File: src/hdl/lhs_pkg.sv
// ----------------------------------------------------------------------------
// lhs_pkg
// Shared types and constants of the latency histogram statistics unit.
// ----------------------------------------------------------------------------
package lhs_pkg;

	localparam int LHS_NUM_BOUNDS = 8;

	// configuration port
	localparam int CFG_IDX_W  = 1;
	localparam int CFG_DATA_W = 3;
	localparam logic [CFG_IDX_W-1:0] CFG_RECORD_ENABLE   = 1'b0;
	localparam logic [CFG_IDX_W-1:0] CFG_TOP_BOUND_INDEX = 1'b1;
	localparam logic [2:0]           TOP_BOUND_RESET     = 3'd7;

	// stream widths
	localparam int S_TDATA_W = 152;
	localparam int S_TUSER_W = 3;
	localparam int M_TDATA_W = 264;
	localparam int M_TUSER_W = 3;

	typedef enum logic [1:0] {
		CMD_REQUEST  = 2'd0,
		CMD_UPSTREAM = 2'd1,
		CMD_BOUND_WR = 2'd2,
		CMD_BIN_RD   = 2'd3
	} cmd_t;

	typedef enum logic [2:0] {
		ST_REQ_RECORDED = 3'd0,
		ST_UP_RECORDED  = 3'd1,
		ST_UP_PARTIAL   = 3'd2,
		ST_DISABLED     = 3'd3,
		ST_BOUND_WR     = 3'd4,
		ST_BIN_RD       = 3'd5
	} status_t;

	typedef struct packed {
		logic [63:0] cnt;
		logic [63:0] sum;
		logic [63:0] sq;
	} totals_t;

	typedef struct packed {
		totals_t     tot;
		logic [63:0] bin;
	} stat_t;

	// update request from stage 3 into the statistics store
	typedef struct packed {
		logic        wr;
		logic [31:0] lat;
		logic [63:0] sq;
	} upd_t;

endpackage

File: src/hdl/lhs_bound_table.sv
// ----------------------------------------------------------------------------
// lhs_bound_table
// Bucket bound storage and parallel compare picking the histogram bin.
// ----------------------------------------------------------------------------
module lhs_bound_table
	import lhs_pkg::*;
#(
	parameter int NUM_BOUNDS = LHS_NUM_BOUNDS
) (
	input  logic                               clk,
	input  logic                               wr_en,
	input  logic [3:0]                         wr_idx,
	input  logic [31:0]                        wr_data,
	input  logic [2:0]                         top_idx,
	input  logic [31:0]                        lat,
	output logic [$clog2(NUM_BOUNDS + 1)-1:0]  bin
);

	localparam int BIN_W = $clog2(NUM_BOUNDS + 1);
	localparam int IDX_W = (NUM_BOUNDS > 1) ? $clog2(NUM_BOUNDS) : 1;

	logic [31:0]      bound_q [NUM_BOUNDS];
	logic             wr_ok;
	logic [BIN_W-1:0] top_eff;

	assign wr_ok = int'(wr_idx) < NUM_BOUNDS;

	always_ff @(posedge clk) begin
		if (wr_en && wr_ok) begin
			bound_q[IDX_W'(wr_idx)] <= wr_data;
		end
	end

	always_comb begin
		if (int'(top_idx) > NUM_BOUNDS - 1) begin
			top_eff = BIN_W'(NUM_BOUNDS - 1);
		end else begin
			top_eff = BIN_W'(top_idx);
		end
	end

	// first bound in use above the latency wins; none means overflow bin
	always_comb begin
		bin = BIN_W'(int'(top_eff) + 1);
		for (int i = NUM_BOUNDS - 1; i >= 0; i--) begin
			if (i <= int'(top_eff) && lat < bound_q[i]) begin
				bin = BIN_W'(i);
			end
		end
	end

endmodule

File: config.mk
export PLATFORM = sky130hd
export DESIGN_NAME = lhs_bound_table
export DESIGN_NICKNAME = d
export VERILOG_FILES = /design/src/hdl/lhs_pkg.sv /design/src/hdl/lhs_bound_table.sv
export SDC_FILE = /design/constraint.sdc
export NUM_CORES = 1
export LEC_CHECK = 0
export ABC_AREA = 1
export CAP_MARGIN = 25
export CELL_PAD_IN_SITES_DETAIL_PLACEMENT = 0
export CELL_PAD_IN_SITES_GLOBAL_PLACEMENT = 2
export CORE_MARGIN = 8
export CORE_UTILIZATION = 30
export CTS_CLUSTER_SIZE = 14
export DETAILED_ROUTE_END_ITERATION = 10
export DONT_BUFFER_PORTS = 1
export GPL_ROUTABILITY_DRIVEN = 1
export PLACE_DENSITY_LB_ADDON = 0.1
export SLEW_MARGIN = 5
export SYNTH_ARGS = -nofsm -noshare
export SYNTH_HDL_FRONTEND = slang
export SYNTH_SLANG_ARGS = --single-unit
File: constraint.sdc
create_clock -name clk -period 2.8 [get_ports clk]
set_clock_uncertainty 0.1 [all_clocks]
set_input_delay 0.28 -clock clk [delete_from_list [all_inputs] [get_ports clk]]
set_output_delay 0.28 -clock clk [all_outputs]
set_load 0.02 [all_outputs]
==> metrics.cfg <==
[run_status]
status = complete, but fails checks
violations = negative setup slack

[timing]
hold_ws_ns = 0.254
tightest_slew_ns = 0.612
min_period_over_period = 1.05
setup-violations-final = 4
timing.fmax_mhz = 341
drv_slew = 0
tns_ns = -0.456
rsz0062_at_grt = true
fin_ws_ns = -0.135
hold_viol = 0
slew_headroom = 0.592
fin_crit_ns = 2.93

[power_and_ir_drop]
total_power_w = 0.00932
irDropWorstVdd_mv = 0.347
power.leakage_nw = 7.56
power_density_nw_per_um2 = 533

[global_routing]
antenna_found_initial = 3
grt_max_degree = 33
grt_pass1_wl_mm = 58.3
overflow = 0
first_global_vias = 9498
grtUsageTotal = 0.145

[synth]
muxShareOfSynthArea = 0
syn-num-nets = 1617
synth-compound-area-share = 0.0749
netlist_area_um2 = 14300
ys_types = 31
synth-edff-count = 256
ys.flop_type = edfxtp_1
avgSynthCellArea_um2 = 11.0
synthAdderAreaFrac = 0.221
ys_ff_latch = 256
ys_seq_area_frac = 0.539
yosys_warnings = 0
synth_xor_area_frac = 0
synth-simple-area-share = 0.0891
ys_async_sr_fraction = 0
synth_top_family_by_area = adder cells
synth_cells = 1292
synth_top_area_frac = 0.539
synth_top_area_cell = edfxtp_1
synthTopCellsByArea = edfxtp_1 54%, ha_1 22%, inv_1 7.5%

[layout]
nFillCells = 4663
final_common_cell = inv_1
final_cell_mix = 274 x inv_1, 256 x edfxtp_1, 233 x ha_1
final_cells = 2025
largest_register_ff_count = 256
layout-drive-gt1-share = 0.162
reg.largest.list = bound_q (256)
area_growth_pct = 22.5
fin_nets = 1709
largest-register = bound_q

[clock_tree]
cts_inserted_buffers = 34
clock_sinks = 256
clk_pin_slew_ns = 0.06
htreeDepth = 2
root_buffer = clkbuf_16
cts_tree = built
clock_path_buffers = 3

[critical_path]
cp.required_ns = 2.42
cp_max_fo = 2
cp_slowest_cell = edfxtp_1
path_buf_inv = 3
crit_family = simple AND/OR/NAND/NOR gates
cp-start-kind = flop
crit_chain = inv_2, ha_4, a21oi_2, nor2_1, a211oi_2, o21ai_4, nand2_2, nand2_4, nand2_2, nand2_2, nand2_2, inv_2, nand3_2, nand2_2, nor2_4, buf_6
arrival_ns = 2.55
slowest_delay_ns = 0.37
crit_path_end_kind = output port
path_common_cell = nand2_2
path_class = flop to output port

[routing]
drt_iter0_drc = 274
vias_per_cell = 4.52
avgRoutedWirePerCell_um = 19.0
drcViolationCount = 0
dr.pass1.iters = 4
antenna_left = 0
totalWireLength_mm = 38.5
vias = 9155

[job]
cap_violations = 0

[placed_design]
port_buffers = 0
dp.cells = 1929
gp_congestion = 0.747
dpl.hpwl_mm = 26.6

[hold_path]
min_path_type = input port to flop

[floorplanning]
start_util = 0.301
rows = 80
dieHeight_um = 234
io_pins = 77
die-area_um2 = 54800
core_um2 = 47300
die_x_um = 234

repair_timing:
| action | in CTS | in global routing |
|---|---|---|
| hold buffers | 32 | 0 |
| pin swaps | 42 | 57 |
| resized for setup | 99 | 84 |
| hold endpoints to repair | 256 | 0 |
| buffers inserted | 3 | 0 |
| setup endpoints to repair | 4 | 4 |
cell type report:
type,count,area (um2),area share
Sequential cell,256,7690,0.440
Multi-Input combinational cell,745,6370,0.365
Inverter,291,1090,0.0625
Clock buffer,43,885,0.0506
Tap cell,615,769,0.0440
Timing Repair Buffer,56,528,0.0302
Clock inverter,17,141,0.00809
Antenna cell,2,5.00,0.000286
final timing paths:
check                         start       endpoint  slack, ns  cells past startpoint
worst min-delay path      wr_idx[1]  bound_q[1][3]       0.25                      4
worst max-delay path  bound_q[5][5]         bin[2]      -0.13                     16
metrics by stage:
step / utilization / area (um2) / setup slack [ns]
6_report: 0.369 / 17500 / -0.135
3_3_place_gp: 0.323 / 15300 / -0.120
3_5_place_dp: 0.323 / 15300 / -0.0641
4_1_cts: 0.361 / 17100 / -0.255
2_1_floorplan: - / 14300 / 0.403
5_1_grt: 0.369 / 17500 / -0.310
synth_stat cells, types with 4 or more instances:
library cell / count
a211oi_1: 5
a21oi_1: 130
and3_1: 4
edfxtp_1: 256
ha_1: 252
inv_1: 284
inv_2: 7
nand2_1: 180
nand3_1: 23
nand3b_1: 4
nand4_1: 14
nor2_1: 47
nor3_1: 10
nor4_1: 5
o211ai_1: 9
o21a_1: 6
o21ai_0: 24
o21ai_1: 13
power by group:
part	internal (W)	switching [W]	total (W)	leakage (nW)
logic	0.000353	0.000548	0.000901	4.75
clock network	0.00242	0.00168	0.00410	0.497
registers	0.00430	0.0000157	0.00431	2.31
metal layers:
layer / global-route usage / up-vias / wire, um
li1: - / 4634 / -
met1: 0.193 / 4360 / 18300
met2: 0.239 / 113 / 17900
met3: 0.0247 / 46 / 1480
met4: 0.0439 / 2 / 801
met5: 0 / - / 12
cell families after synthesis:
kind of cell,Yosys count
adder cells (fa/ha/maj),252
AND/OR/NAND/NOR,295
AO/OA/AOI/OAI,198
buffers and inverters,291
flip-flops,256
Note: power is estimated with default switching activity, not from simulation.
