--- config.mk ---
export PLATFORM = sky130hd
export DESIGN_NAME = lhs_stat_mem
export DESIGN_NICKNAME = d
export VERILOG_FILES = /design/src/hdl/lhs_pkg.sv /design/src/hdl/lhs_stat_mem.sv
export SDC_FILE = /design/constraint.sdc
export NUM_CORES = 2
export LEC_CHECK = 0
export BUFFER_PORTS_ARGS = -buffer_cell sky130_fd_sc_hd__buf_2
export CORE_ASPECT_RATIO = 0.6
export CORE_MARGIN = 2
export CORE_UTILIZATION = 63
export DETAILED_ROUTE_END_ITERATION = 16
export GPL_ROUTABILITY_DRIVEN = 0
export PLACE_DENSITY = 0.85
export SYNTH_ARGS = -nofsm -noshare
export SYNTH_HDL_FRONTEND = slang
export SYNTH_SLANG_ARGS = --single-unit
export TNS_END_PERCENT = 1
--- constraint.sdc ---
create_clock -name clk -period 18 [get_ports clk]
set_clock_uncertainty 0.15 [all_clocks]
set_input_delay 2.7 -clock clk [delete_from_list [all_inputs] [get_ports clk]]
set_output_delay 2.7 -clock clk [all_outputs]
set_load 0.01 [all_outputs]
--- src/hdl/lhs_pkg.sv ---
// ----------------------------------------------------------------------------
// lhs_pkg
// Shared types and constants of the latency histogram statistics unit.
// ----------------------------------------------------------------------------
package lhs_pkg;

	localparam int LHS_NUM_BOUNDS = 8;

	// configuration port
	localparam int CFG_IDX_W  = 1;
	localparam int CFG_DATA_W = 3;
	localparam logic [CFG_IDX_W-1:0] CFG_RECORD_ENABLE   = 1'b0;
	localparam logic [CFG_IDX_W-1:0] CFG_TOP_BOUND_INDEX = 1'b1;
	localparam logic [2:0]           TOP_BOUND_RESET     = 3'd7;

	// stream widths
	localparam int S_TDATA_W = 152;
	localparam int S_TUSER_W = 3;
	localparam int M_TDATA_W = 264;
	localparam int M_TUSER_W = 3;

	typedef enum logic [1:0] {
		CMD_REQUEST  = 2'd0,
		CMD_UPSTREAM = 2'd1,
		CMD_BOUND_WR = 2'd2,
		CMD_BIN_RD   = 2'd3
	} cmd_t;

	typedef enum logic [2:0] {
		ST_REQ_RECORDED = 3'd0,
		ST_UP_RECORDED  = 3'd1,
		ST_UP_PARTIAL   = 3'd2,
		ST_DISABLED     = 3'd3,
		ST_BOUND_WR     = 3'd4,
		ST_BIN_RD       = 3'd5
	} status_t;

	typedef struct packed {
		logic [63:0] cnt;
		logic [63:0] sum;
		logic [63:0] sq;
	} totals_t;

	typedef struct packed {
		totals_t     tot;
		logic [63:0] bin;
	} stat_t;

	// update request from stage 3 into the statistics store
	typedef struct packed {
		logic        wr;
		logic [31:0] lat;
		logic [63:0] sq;
	} upd_t;

endpackage

--- src/hdl/lhs_stat_mem.sv ---
// ----------------------------------------------------------------------------
// lhs_stat_mem
// Bin and totals memories with read-modify-write and write forwarding.
// ----------------------------------------------------------------------------
module lhs_stat_mem
	import lhs_pkg::*;
#(
	parameter int NUM_BOUNDS = LHS_NUM_BOUNDS
) (
	input  logic                               clk,
	input  logic                               arst_n,
	input  logic                               rd_en,
	input  logic                               rd_hist,
	input  logic [$clog2(NUM_BOUNDS + 1)-1:0]  rd_bin,
	input  upd_t                               upd,
	output stat_t                              cur,
	output stat_t                              nxt
);

	localparam int BIN_W  = $clog2(NUM_BOUNDS + 1);
	localparam int ADDR_W = BIN_W + 1;
	localparam int DEPTH  = 2 ** ADDR_W;

	logic [63:0]       bin_mem_q [DEPTH];
	totals_t           tot_mem_q [2];
	logic [DEPTH-1:0]  bin_vld_q;
	logic [1:0]        tot_vld_q;

	logic [ADDR_W-1:0] rd_addr;
	logic [ADDR_W-1:0] addr_q;
	logic [63:0]       bin_rd_q;
	totals_t           tot_rd_q;
	logic              bin_rd_vld_q;
	logic              tot_rd_vld_q;

	logic              wb_vld_q;
	logic [ADDR_W-1:0] wb_addr_q;
	logic [63:0]       wb_bin_q;
	totals_t           wb_tot_q;

	logic              hist_q;

	assign rd_addr = {rd_hist, rd_bin};
	assign hist_q  = addr_q[ADDR_W-1];

	always_ff @(posedge clk) begin
		if (rd_en) begin
			bin_rd_q <= bin_mem_q[rd_addr];
			tot_rd_q <= tot_mem_q[rd_hist];
		end
	end

	always_ff @(posedge clk) begin
		if (upd.wr) begin
			bin_mem_q[addr_q] <= nxt.bin;
			tot_mem_q[hist_q] <= nxt.tot;
		end
	end

	always_ff @(posedge clk or negedge arst_n) begin
		if (!arst_n) begin
			bin_vld_q    <= '0;
			tot_vld_q    <= '0;
			bin_rd_vld_q <= 1'b0;
			tot_rd_vld_q <= 1'b0;
			addr_q       <= '0;
			wb_vld_q     <= 1'b0;
		end else begin
			if (rd_en) begin
				bin_rd_vld_q <= bin_vld_q[rd_addr];
				tot_rd_vld_q <= tot_vld_q[rd_hist];
				addr_q       <= rd_addr;
			end
			if (upd.wr) begin
				bin_vld_q[addr_q] <= 1'b1;
				tot_vld_q[hist_q] <= 1'b1;
				wb_vld_q          <= 1'b1;
			end
		end
	end

	always_ff @(posedge clk) begin
		if (upd.wr) begin
			wb_addr_q <= addr_q;
			wb_bin_q  <= nxt.bin;
			wb_tot_q  <= nxt.tot;
		end
	end

	// last write may have landed in the same edge as this read
	always_comb begin
		if (wb_vld_q && wb_addr_q[ADDR_W-1] == hist_q) begin
			cur.tot = wb_tot_q;
		end else if (tot_rd_vld_q) begin
			cur.tot = tot_rd_q;
		end else begin
			cur.tot = '0;
		end
		if (wb_vld_q && wb_addr_q == addr_q) begin
			cur.bin = wb_bin_q;
		end else if (bin_rd_vld_q) begin
			cur.bin = bin_rd_q;
		end else begin
			cur.bin = '0;
		end
	end

	assign nxt.tot.cnt = cur.tot.cnt + 64'd1;
	assign nxt.tot.sum = cur.tot.sum + {32'd0, upd.lat};
	assign nxt.tot.sq  = cur.tot.sq + upd.sq;
	assign nxt.bin     = cur.bin + 64'd1;

endmodule

==> out/qor.txt <==
status: complete, no violations
hold depth: 1
crit path DAT: 7.79 ns
Via Count: 71000
worst reg2reg setup slack: 10.85 ns
Async SR Flop Fraction: 1.40%
synthesized area: 122000 um^2
peak supply drop: 155 uV
first-pass GRT wire length: 500000 um
top cells by area, synth: edfxtp_1 73%, mux4_2 12%, mux2_2 2.4%
Main synth FF type: edfxtp_1
Die Width: 571 um
num rows: 124
total negative slack: 0 ns
synthesized instance count: 6456
maxcap violations: 0
fmax: 94.0 MHz
post_cts resized: 0
WL final: 355000 um
fillcell total: 10800
FF+latch count, synth: 2991
dpl ws: 8.43 ns
Syn Nets: 6666
PnR worst setup slack: 7.36 ns
Syn. warnings: 0
Worst-Skew Late Latency: 0.87 ns
Detail Route Antenna Nets: 0
CTS tree: yes
CTS buffer count: 268
Routed WL per cell: 35.5 um
unrepaired setup endpoints after global routing: false
nets: 7401
Hold Path End: bin_vld_q[11]$_DFFE_PN0P_
mean area per synthesized cell: 18.9 um^2
DRT iter0 DRCs: 12900
GR Util All Layers: 35.8%
worst path required time: 15.15 ns
# hold bufs at CTS: 0
endpoints failing setup: 0
largest net degree at the start of global routing: 135
Yosys cell types: 91
die height: 344 um
Slew headroom: 1.97%
drt first pass iters: 10
port bufs: 616
initial antenna violation count: 18
CTS Root Cell: clkbuf_16
Area Overhead vs Synth: 12.9%
share of cells above drive strength 1: 30.2%
Hold Startpoint: bin_vld_q[11]$_DFFE_PN0P_
depth of the most critical reg-to-reg path: 17
postcts setup bufs: 0
R2R Path End: bin_mem_q[1][60]$_DFFE_PP_
Final Max Slew Viols: 0
WS Path Type: register to output port
area fraction of the dominant cell type after synthesis: 72.8%
Ports: 617
Post-route DRC: 0
final hold viol count: 0
critical path endpoint category: output port
Post-synth EDFFs: 2949
Initial Util: 63.7%
Min-Delay Path Class: register to register
critical path fanouts, max: 70
core area: 191000 um^2
DP HPWL: 191000 um
FF-to-FF Start: addr_q[4]$_DFFE_PN0P_
PD cells: 135 nW/um^2
Post-DP Area: 129000 um^2
post-synthesis sequential area ratio: 73.6%
clk slew on worst S/H paths: 0.07 ns
final instance area: 137000 um^2
CTS Sinks: 2991
GRT overflow: 0
Lkg Pwr: 47.5 nW
Worst-Margin Slew: 1.47 ns
final worst path period share: 59.1%
clk buf depth: 4
Worst setup SP type: register
Vias/cell: 7.12
leading area contributor after synthesis: edfxtp_1
number of global-route vias before repair: 70500
Die Area: 197000 um^2
H-tree Lvls: 5
minimum clock period: 10.64 ns
-- worst max-delay path: stages (launching register included) --
cell     delay, ns
dfrtp_1       0.71
xnor2_4       0.17
buf_4         0.39
nand2_8       0.40
nor2_4        0.25
buf_4         0.41
nand2_1       0.12
o21a_1        0.58
inv_1         0.30
ha_1          0.30
o221a_2       0.35
and4_1        0.27
nand3_1       0.16
nor2_1        0.61
nand3_1       0.54
nor4_1        0.58
xnor2_2       0.17
buf_4         0.35
buf_2         0.21
-- state kept, by name (all words and copies together) (netlist names) --
| register | count |
|---|---|
| tot_vld_q | 2 |
| wb_bin_q | 64 |
| wb_vld_q | 1 |
| bin_rd_vld_q | 1 |
| bin_rd_q | 64 |
| addr_q | 5 |
| wb_addr_q | 5 |
| tot_rd_vld_q | 1 |
| tot_mem_q | 384 |
| wb_tot_q | 192 |
| tot_rd_q | 192 |
| bin_mem_q | 2048 |
| bin_vld_q | 32 |
-- how the worst max path moves through the flow --
| stage | cells past startpoint | slack [ns] | end | from |
|---|---|---|---|---|
| after floorplan | 2 | 5.91 | tot_vld_q[0]$_DFFE_PN0P_ | upd[96] |
| after global placement | 16 | 8.49 | nxt[178] | upd[64] |
| after detailed placement | 16 | 8.43 | nxt[178] | upd[64] |
| after CTS | 18 | 7.62 | nxt[56] | addr_q[4]$_DFFE_PN0P_ |
| after global routing | 18 | 7.05 | nxt[60] | addr_q[4]$_DFFE_PN0P_ |
| final | 18 | 7.36 | nxt[60] | addr_q[4]$_DFFE_PN0P_ |
-- logic make-up after synthesis --
logic type                 after synthesis  synth area share (%)
AOI/OAI and AO/OA                      505                  2.56
xor gates and xnor gates               246                  1.78
adders and majority gates              105                  1.09
buffers and inverters                  434                  1.43
DFF                                   2991                  73.6
muxes                                  918                  14.5
and+or+nand+nor                       1257                  5.01
-- cell type report --
cell class              count  area (um^2)  share of cell area [%]
flip-flops and latches   2991        89600                    65.2
multi-input cells        3031        31100                    22.6
clock buffers             325         7060                    5.13
repair buffers            786         4500                    3.27
well taps                2583         3230                    2.35
clock inverters           144         1510                    1.10
inverters                 113          424                   0.309
diodes                      9         22.5                  0.0164
-- metal layers --
metal	up-vias	share of wire, %	routed length, um	global-route usage, %
met2	6657	46	162000	54.1
met4	16	6.2	22100	17.5
met5	-	0.046	164	0.166
met3	1487	15	51800	9.73
li1	27400	-	-	-
met1	35500	33	118000	49.0
-- layout by cell type (no fill, tap or decap), types with 18 or more instances in the layout --
cell | netlist | layout
nand2_1 | 485 | 484
buf_4 | 2 | 164
dfrtp_1 | 42 | 40
edfxtp_1 | 2949 | 2949
xnor2_2 | 1 | 44
o21a_1 | 21 | 21
xnor2_1 | 175 | 130
nand3_1 | 246 | 246
nand4_1 | 53 | 53
and2_1 | 20 | 19
nor3_1 | 39 | 39
buf_2 | 27 | 609
clkbuf_16 | 0 | 274
xor2_1 | 69 | 54
clkbuf_1 | 222 | 50
o21ai_0 | 99 | 99
a21oi_1 | 178 | 178
nor4_1 | 26 | 26
bufinv_16 | 0 | 23
a31oi_1 | 37 | 37
nor2_4 | 1 | 34
mux4_2 | 650 | 650
a21o_1 | 62 | 62
clkinv_1 | 0 | 49
o211ai_1 | 18 | 18
or2_2 | 41 | 41
mux2_2 | 260 | 260
and3_1 | 75 | 75
ha_1 | 103 | 103
nor2_1 | 164 | 130
inv_1 | 113 | 113
clkinv_2 | 0 | 40
nor3b_1 | 19 | 19
-- Yosys cell counts, drive strengths merged (13+ instances only) --
cell and number:
and2 20, o21ai 107, dfrtp 42, nand2 486, nor3b 20, nor4 28, buf 99, nor3 41
o21a 21, and3 75, o211ai 19, edfxtp 2949, nand2b 13, xnor2 176, mux2 260, nor2b 13
nor2 166, xor2 70, ha 103, clkbuf 222, nand4 54, or2 41, a21oi 178, inv 113
mux4 650, or3 15, a31oi 37, o21bai 16, nand3 246, a21o 62
-- per-stage QoR --
stage | utilization (%) | power (W) | hold slack [ns] | cells
6_report | 71.9 | 0.0186 | 0.320 | 9982
5_1_grt | 71.9 | 0.0190 | 0.330 | 9976
4_1_cts | 71.9 | 0.0184 | 0.317 | 9972
3_5_place_dp | 67.4 | 0.0127 | 0.305 | 9503
3_3_place_gp | 67.4 | 0.0125 | 0.293 | 9503
2_1_floorplan | - | 0.0111 | 0.270 | 6456
-- where the power goes --
| part | internal [W] | switching [W] |
|---|---|---|
| Combinational | 0.00119 | 0.00266 |
| Clock | 0.00316 | 0.00261 |
| Sequential | 0.00874 | 0.000187 |
(Power assumes the default switching activity.)
