[config.mk]
export PLATFORM = sky130hd
export DESIGN_NAME = lhs_elapsed
export DESIGN_NICKNAME = d
export VERILOG_FILES = /design/src/hdl/lhs_pkg.sv /design/src/hdl/lhs_elapsed.sv
export SDC_FILE = /design/constraint.sdc
export NUM_CORES = 1
export LEC_CHECK = 0
export ABC_CLOCK_PERIOD_IN_PS = 14850
export BUFFER_PORTS_ARGS = -buffer_cell sky130_fd_sc_hd__buf_2
export CAP_MARGIN = 20
export CORE_UTILIZATION = 65
export DETAILED_ROUTE_END_ITERATION = 10
export PLACE_DENSITY_LB_ADDON = 0.15
export SETUP_SLACK_MARGIN = 0.05
export SYNTH_ARGS = -nofsm -noshare
export SYNTH_HDL_FRONTEND = slang
export SYNTH_SLANG_ARGS = --single-unit
[constraint.sdc]
create_clock -name vclk -period 14.85
set_clock_uncertainty 0.1 [all_clocks]
set_input_delay 0.7425 -clock vclk [all_inputs]
set_output_delay 0.7425 -clock vclk [all_outputs]
set_load 0.005 [all_outputs]
[src/hdl/lhs_pkg.sv]
// ----------------------------------------------------------------------------
// lhs_pkg
// Shared types and constants of the latency histogram statistics unit.
// ----------------------------------------------------------------------------
package lhs_pkg;

	localparam int LHS_NUM_BOUNDS = 8;

	// configuration port
	localparam int CFG_IDX_W  = 1;
	localparam int CFG_DATA_W = 3;
	localparam logic [CFG_IDX_W-1:0] CFG_RECORD_ENABLE   = 1'b0;
	localparam logic [CFG_IDX_W-1:0] CFG_TOP_BOUND_INDEX = 1'b1;
	localparam logic [2:0]           TOP_BOUND_RESET     = 3'd7;

	// stream widths
	localparam int S_TDATA_W = 152;
	localparam int S_TUSER_W = 3;
	localparam int M_TDATA_W = 264;
	localparam int M_TUSER_W = 3;

	typedef enum logic [1:0] {
		CMD_REQUEST  = 2'd0,
		CMD_UPSTREAM = 2'd1,
		CMD_BOUND_WR = 2'd2,
		CMD_BIN_RD   = 2'd3
	} cmd_t;

	typedef enum logic [2:0] {
		ST_REQ_RECORDED = 3'd0,
		ST_UP_RECORDED  = 3'd1,
		ST_UP_PARTIAL   = 3'd2,
		ST_DISABLED     = 3'd3,
		ST_BOUND_WR     = 3'd4,
		ST_BIN_RD       = 3'd5
	} status_t;

	typedef struct packed {
		logic [63:0] cnt;
		logic [63:0] sum;
		logic [63:0] sq;
	} totals_t;

	typedef struct packed {
		totals_t     tot;
		logic [63:0] bin;
	} stat_t;

	// update request from stage 3 into the statistics store
	typedef struct packed {
		logic        wr;
		logic [31:0] lat;
		logic [63:0] sq;
	} upd_t;

endpackage

[src/hdl/lhs_elapsed.sv]
// ----------------------------------------------------------------------------
// lhs_elapsed
// Elapsed milliseconds between two timestamps, clamped at 0 and 32-bit max.
// ----------------------------------------------------------------------------
module lhs_elapsed
	import lhs_pkg::*;
(
	input  logic [31:0] now_sec,
	input  logic [9:0]  now_msec,
	input  logic [31:0] from_sec,
	input  logic [9:0]  from_msec,
	output logic [31:0] lat
);

	logic signed [32:0] dsec;
	logic signed [43:0] dsec_x;
	logic signed [43:0] ms;
	logic signed [10:0] dms;
	logic signed [43:0] e;

	assign dsec   = $signed({1'b0, now_sec}) - $signed({1'b0, from_sec});
	assign dsec_x = {{11{dsec[32]}}, dsec};
	// x * 1000 = x * 1024 - x * 16 - x * 8
	assign ms     = (dsec_x <<< 10) - (dsec_x <<< 4) - (dsec_x <<< 3);
	assign dms    = $signed({1'b0, now_msec}) - $signed({1'b0, from_msec});
	assign e      = ms + {{33{dms[10]}}, dms};

	always_comb begin
		if (e[43]) begin
			lat = 32'd0;
		end else if (|e[42:32]) begin
			lat = 32'hFFFF_FFFF;
		end else begin
			lat = e[31:0];
		end
	end

endmodule

==> results of run 1 <==
[cell families after synthesis]
kind of cell	count (synthesis)	synth area share (%)
compound gates	258	26.8
fa+ha+maj	155	35.8
simple gates	196	14.1
xor+xnor	85	11.4
buf+inv	188	11.7
mux	1	0.153
[worst max-delay path, delay by kind of cell]
kind / cells / cell delay (ns)
and+or+nand+nor: 7 / 1.53
AOI/OAI and AO/OA: 12 / 2.86
xor gates and xnor gates: 1 / 0.16
adders and majority gates: 5 / 1.78
buffers and inverters: 7 / 1.03
[layout by cell type (no fill, tap or decap), types with 3 or more instances in the layout]
cell,n
nor3_1,14
or3_1,4
a21oi_1,70
o21ai_0,36
and2_1,3
o211ai_1,5
nor2b_1,5
or2_2,5
a21o_1,37
nand4_1,12
inv_1,168
nand2b_1,4
nor4_1,5
ha_1,101
o31ai_1,6
a21oi_2,30
xnor2_1,54
nor2_1,64
fa_1,53
o22ai_1,3
nand3_1,15
buf_2,116
a211o_1,3
o21a_1,14
nand2_1,52
xor2_1,31
a211oi_1,4
or4_1,3
a31oi_1,8
o21bai_1,10
and3_1,5
[routing by layer]
| metal | track usage [%] | wire, um | vias up |
|---|---|---|---|
| li1 | - | - | 3219 |
| met1 | 36.3 | 6610 | 2918 |
| met5 | 0 | 0 | - |
| met4 | 8.57 | 304 | 0 |
| met2 | 59.4 | 7910 | 231 |
| met3 | 1.16 | 801 | 23 |
[final timing paths]
path    startpoint     end  slack (ns)  cells after the start
min   from_msec[0]  lat[0]        1.74                      4
max     now_sec[0]  lat[1]        5.88                     32
[layout make-up]
class	instances	area, um2	share of cell area [%]
repair buffers	119	616	8.55
multi-input cells	695	5790	80.4
well taps	133	166	2.31
inverters	168	631	8.75
[through the flow]
stage	hold WS [ns]	area, um2	utilization, %	cells
4_1_cts	1.74	7200	74.0	1115
6_report	1.74	7200	74.0	1115
3_3_place_gp	1.73	7180	73.8	1114
5_1_grt	1.78	7200	74.0	1115
3_5_place_dp	1.74	7200	74.0	1115
2_1_floorplan	1.54	6520	-	883
==> impl_metrics.env, run 1 <==
export IMPL_slew_headroom_pct=39.3
export IMPL_arrival_ns=8.12
export IMPL_cpMostUsedCell="inv_1"
export IMPL_vias_per_cell=5.73
export IMPL_die_width_um=102
export IMPL_final_seq_area_um2=0
export IMPL_synthCells=883
export IMPL_nFillCells=838
export IMPL_dp_slack_ns=5.95
export IMPL_postRouteAntennaNets=0
export IMPL_drc=0
export IMPL_grt_pass1_vias=5998
export IMPL_critPathCaptureType="output port"
export IMPL_crit_fanout=32
export IMPL_synth_top_cells_by_area="ha_1 (19%), fa_1 (16%), inv_1 (9.7%), xnor2_1 (7.3%), a21oi_1 (5.4%)"
export IMPL_setup_viol=0
export IMPL_wl_per_cell_um=14.0
export IMPL_grt_overflow=0
export IMPL_grt_first_pass_wirelength_mm=25.9
export IMPL_netlist_area_leader_share_pct=19.4
export IMPL_synth_most_common_cell="inv_1"
export IMPL_ys_warn_count=0
export IMPL_setup_tns_ns=0
export IMPL_max_stage_delay_ns=0.75
export IMPL_maxSlewViolCount=0
export IMPL_synth_nets=1121
export IMPL_critPathKind="input port to output port"
export IMPL_gp_congestion=0.997
export IMPL_nets=1222
export IMPL_drt_iter0_markers=260
export IMPL_n_sequential_cell=0
export IMPL_rsz0062_at_grt="false"
export IMPL_die_area_um2=10400
export IMPL_avgSynthCellArea_um2=7.39
export IMPL_finalCriticalPeriod_ns=8.97
export IMPL_synth_commonest_cells="inv_1 (168), ha_1 (101), a21oi_1 (70)"
export IMPL_tightest_slew_ns=0.902
export IMPL_setup_ws_ns=5.88
export IMPL_post_cts_setup_buffers=0
export IMPL_ctsHoldBuffers=0
export IMPL_area_growth_pct=10.4
export IMPL_ys_seq_area_share_pct=0
export IMPL_drtPass1Iterations=6
export IMPL_rows=36
export IMPL_nClkBuffers=0
export IMPL_start_util_pct=67.0
export IMPL_gr_usage_all_layers_pct=30.6
export IMPL_via_count=6391
export IMPL_drive_gt1_share_pct=16.5
export IMPL_cts_resized_gates=0
export IMPL_dp_hpwl_mm=13.7
export IMPL_netlist_area_um2=6520
export IMPL_cp_required_ns=14.01
export IMPL_period_share_pct=60.4
export IMPL_yosysUniqueCellTypes=65
export IMPL_status="completed"
export IMPL_antenna_found_initial=0
export IMPL_routed_wl_mm=15.6
export IMPL_coreArea_um2=9730
export IMPL_max_cap_violations=0
export IMPL_start_kind="input port"
export IMPL_hp_class="input port to output port"
export IMPL_die_y_um=102
export IMPL_antenna_cells=0
export IMPL_hold_viol_final=0
export IMPL_yosys_area_top_type="ha_1"
export IMPL_place_port_buffers=116
export IMPL_grt_max_degree=33
export IMPL_io_pins=116
export IMPL_cp_slowest_cell="o21ai_0"
export IMPL_fmax_ghz=0.112
Power of run 1 is left out: the tool's default activity adds up to more than one toggle a clock period on the data nets, which glitch-free logic cannot reach.
==> run 2, diff against run 1 <==
--- a/config.mk
+++ b/config.mk
@@ -5,10 +5,10 @@
 export SDC_FILE = /design/constraint.sdc
 export NUM_CORES = 1
 export LEC_CHECK = 0
-export ABC_CLOCK_PERIOD_IN_PS = 14850
+export ABC_CLOCK_PERIOD_IN_PS = 9120
 export BUFFER_PORTS_ARGS = -buffer_cell sky130_fd_sc_hd__buf_2
 export CAP_MARGIN = 20
-export CORE_UTILIZATION = 65
+export CORE_UTILIZATION = 60
 export DETAILED_ROUTE_END_ITERATION = 10
 export PLACE_DENSITY_LB_ADDON = 0.15
 export SETUP_SLACK_MARGIN = 0.05
==> constraint.sdc (replaced) <==
create_clock -name vclk -period 9.12
set_clock_uncertainty 0.1 [all_clocks]
set_input_delay 0.456 -clock vclk [all_inputs]
set_output_delay 0.456 -clock vclk [all_outputs]
set_load 0.005 [all_outputs]
==> run 2 against run 1 <==
  * Flip-flop and latch count did not move
  * Cell area is essentially flat
  * Via count fell by 2.4%
  * Worst setup slack lost 5.3 ns
  * Final cell count up 0.45%
  * Count of clock-buffer cells in the layout is the same
  * First-iteration DRC count increased by 40%
  * Largest cell class unchanged
  * Highest routed layer unchanged
==> impl_metrics.env, run 2 (synthesis gave the netlist of run 1 again) <==
export IMPL_status="completed"
export IMPL_tightest_slew_ns=0.883
export IMPL_critPathCaptureType="output port"
export IMPL_hp_class="input port to output port"
export IMPL_nets=1224
export IMPL_wl_per_cell_um=13.1
export IMPL_arrival_ns=7.97
export IMPL_fmax_ghz=0.117
export IMPL_via_count=6240
export IMPL_nFillCells=947
export IMPL_routed_wl_mm=14.7
export IMPL_slew_headroom_pct=40.5
export IMPL_max_cap_violations=0
export IMPL_grt_max_degree=33
export IMPL_rows=37
export IMPL_n_sequential_cell=0
export IMPL_antenna_found_initial=0
export IMPL_drc=0
export IMPL_start_kind="input port"
export IMPL_nClkBuffers=0
export IMPL_layout_commonest_cell="inv_1"
export IMPL_crit_fanout=32
export IMPL_cp_required_ns=8.56
export IMPL_grt_pass1_vias=5565
export IMPL_gr_usage_all_layers_pct=26.1
export IMPL_post_cts_setup_buffers=0
export IMPL_hold_viol_final=0
export IMPL_rsz0062_at_grt="false"
export IMPL_critPathKind="input port to output port"
export IMPL_area_growth_pct=10.5
export IMPL_maxSlewViolCount=0
export IMPL_io_pins=116
export IMPL_grt_first_pass_wirelength_mm=24.8
export IMPL_dp_hpwl_mm=13.1
export IMPL_finalCriticalPeriod_ns=8.52
export IMPL_drt_iter0_markers=364
export IMPL_setup_tns_ns=0
export IMPL_die_width_um=106
export IMPL_place_port_buffers=116
export IMPL_start_util_pct=62.6
export IMPL_postRouteAntennaNets=0
export IMPL_gp_congestion=0.926
export IMPL_ctsHoldBuffers=0
export IMPL_cts_resized_gates=0
export IMPL_drtPass1Iterations=5
export IMPL_period_share_pct=93.5
export IMPL_setup_viol=0
export IMPL_coreArea_um2=10400
export IMPL_grt_overflow=0
export IMPL_antenna_cells=0
export IMPL_die_y_um=106
export IMPL_drive_gt1_share_pct=16.7
export IMPL_die_area_um2=11300
export IMPL_vias_per_cell=5.57
export IMPL_mostFrequentLayoutCells="inv_1 (168), buf_2 (116), ha_1 (101)"
export IMPL_final_seq_area_um2=0
==> run 2: final timing paths <==
kind | cells past startpoint | end | slack, ns | startpoint
setup / recovery | 28 | lat[0] | 0.60 | now_sec[13]
hold / removal | 4 | lat[0] | 1.18 | from_msec[0]
==> run 2: final cells by class <==
type | instances | area (um2) | share of cell area [%]
repair buffers | 121 | 618 | 8.57
inverters | 168 | 631 | 8.75
multi-input cells | 695 | 5790 | 80.3
well taps | 136 | 170 | 2.36
==> run 2: metal layers <==
layer  vias to the layer above  GRT usage, %  share of wire [%]
met4                         0          3.67                1.4
met5                         -             0                  0
li1                       3207             -                  -
met1                      2839          38.9                 50
met2                       177          42.6                 43
met3                        17         0.858                5.2
==> run 2: worst max-delay path: stages <==
cell       delay [ns]
buf_2            0.10
ha_1             0.34
a2111oi_0        0.51
o21ai_0          0.23
a31o_2           0.30
a2111oi_2        0.37
nor2_1           0.11
and2_1           0.18
o21ai_0          0.17
nand2b_1         0.09
xnor2_1          0.46
ha_1             0.36
xnor2_1          0.16
fa_1             0.50
inv_1            0.04
ha_1             0.39
a21oi_1          0.23
o21ai_0          0.18
a221o_1          0.35
a22o_1           0.23
a2111oi_1        0.60
o31a_1           0.28
xnor2_1          0.13
nand4_1          0.16
nor4bb_4         0.30
buf_4            0.46
a21oi_1          0.13
buf_2            0.15
==> run 2: stage by stage <==
step / std cells / worst slack, ns / hold WS, ns / cell area [um2] / util (%)
2_1_floorplan: 883 / 1.93 / 0.967 / 6520 / -
3_3_place_gp: 1120 / 0.853 / 1.18 / 7210 / 69.2
3_5_place_dp: 1120 / 0.721 / 1.18 / 7210 / 69.2
4_1_cts: 1120 / 0.653 / 1.18 / 7210 / 69.2
5_1_grt: 1120 / 0.0525 / 1.20 / 7210 / 69.2
6_report: 1120 / 0.596 / 1.18 / 7210 / 69.2
Power of run 2 is left out for the same reason.
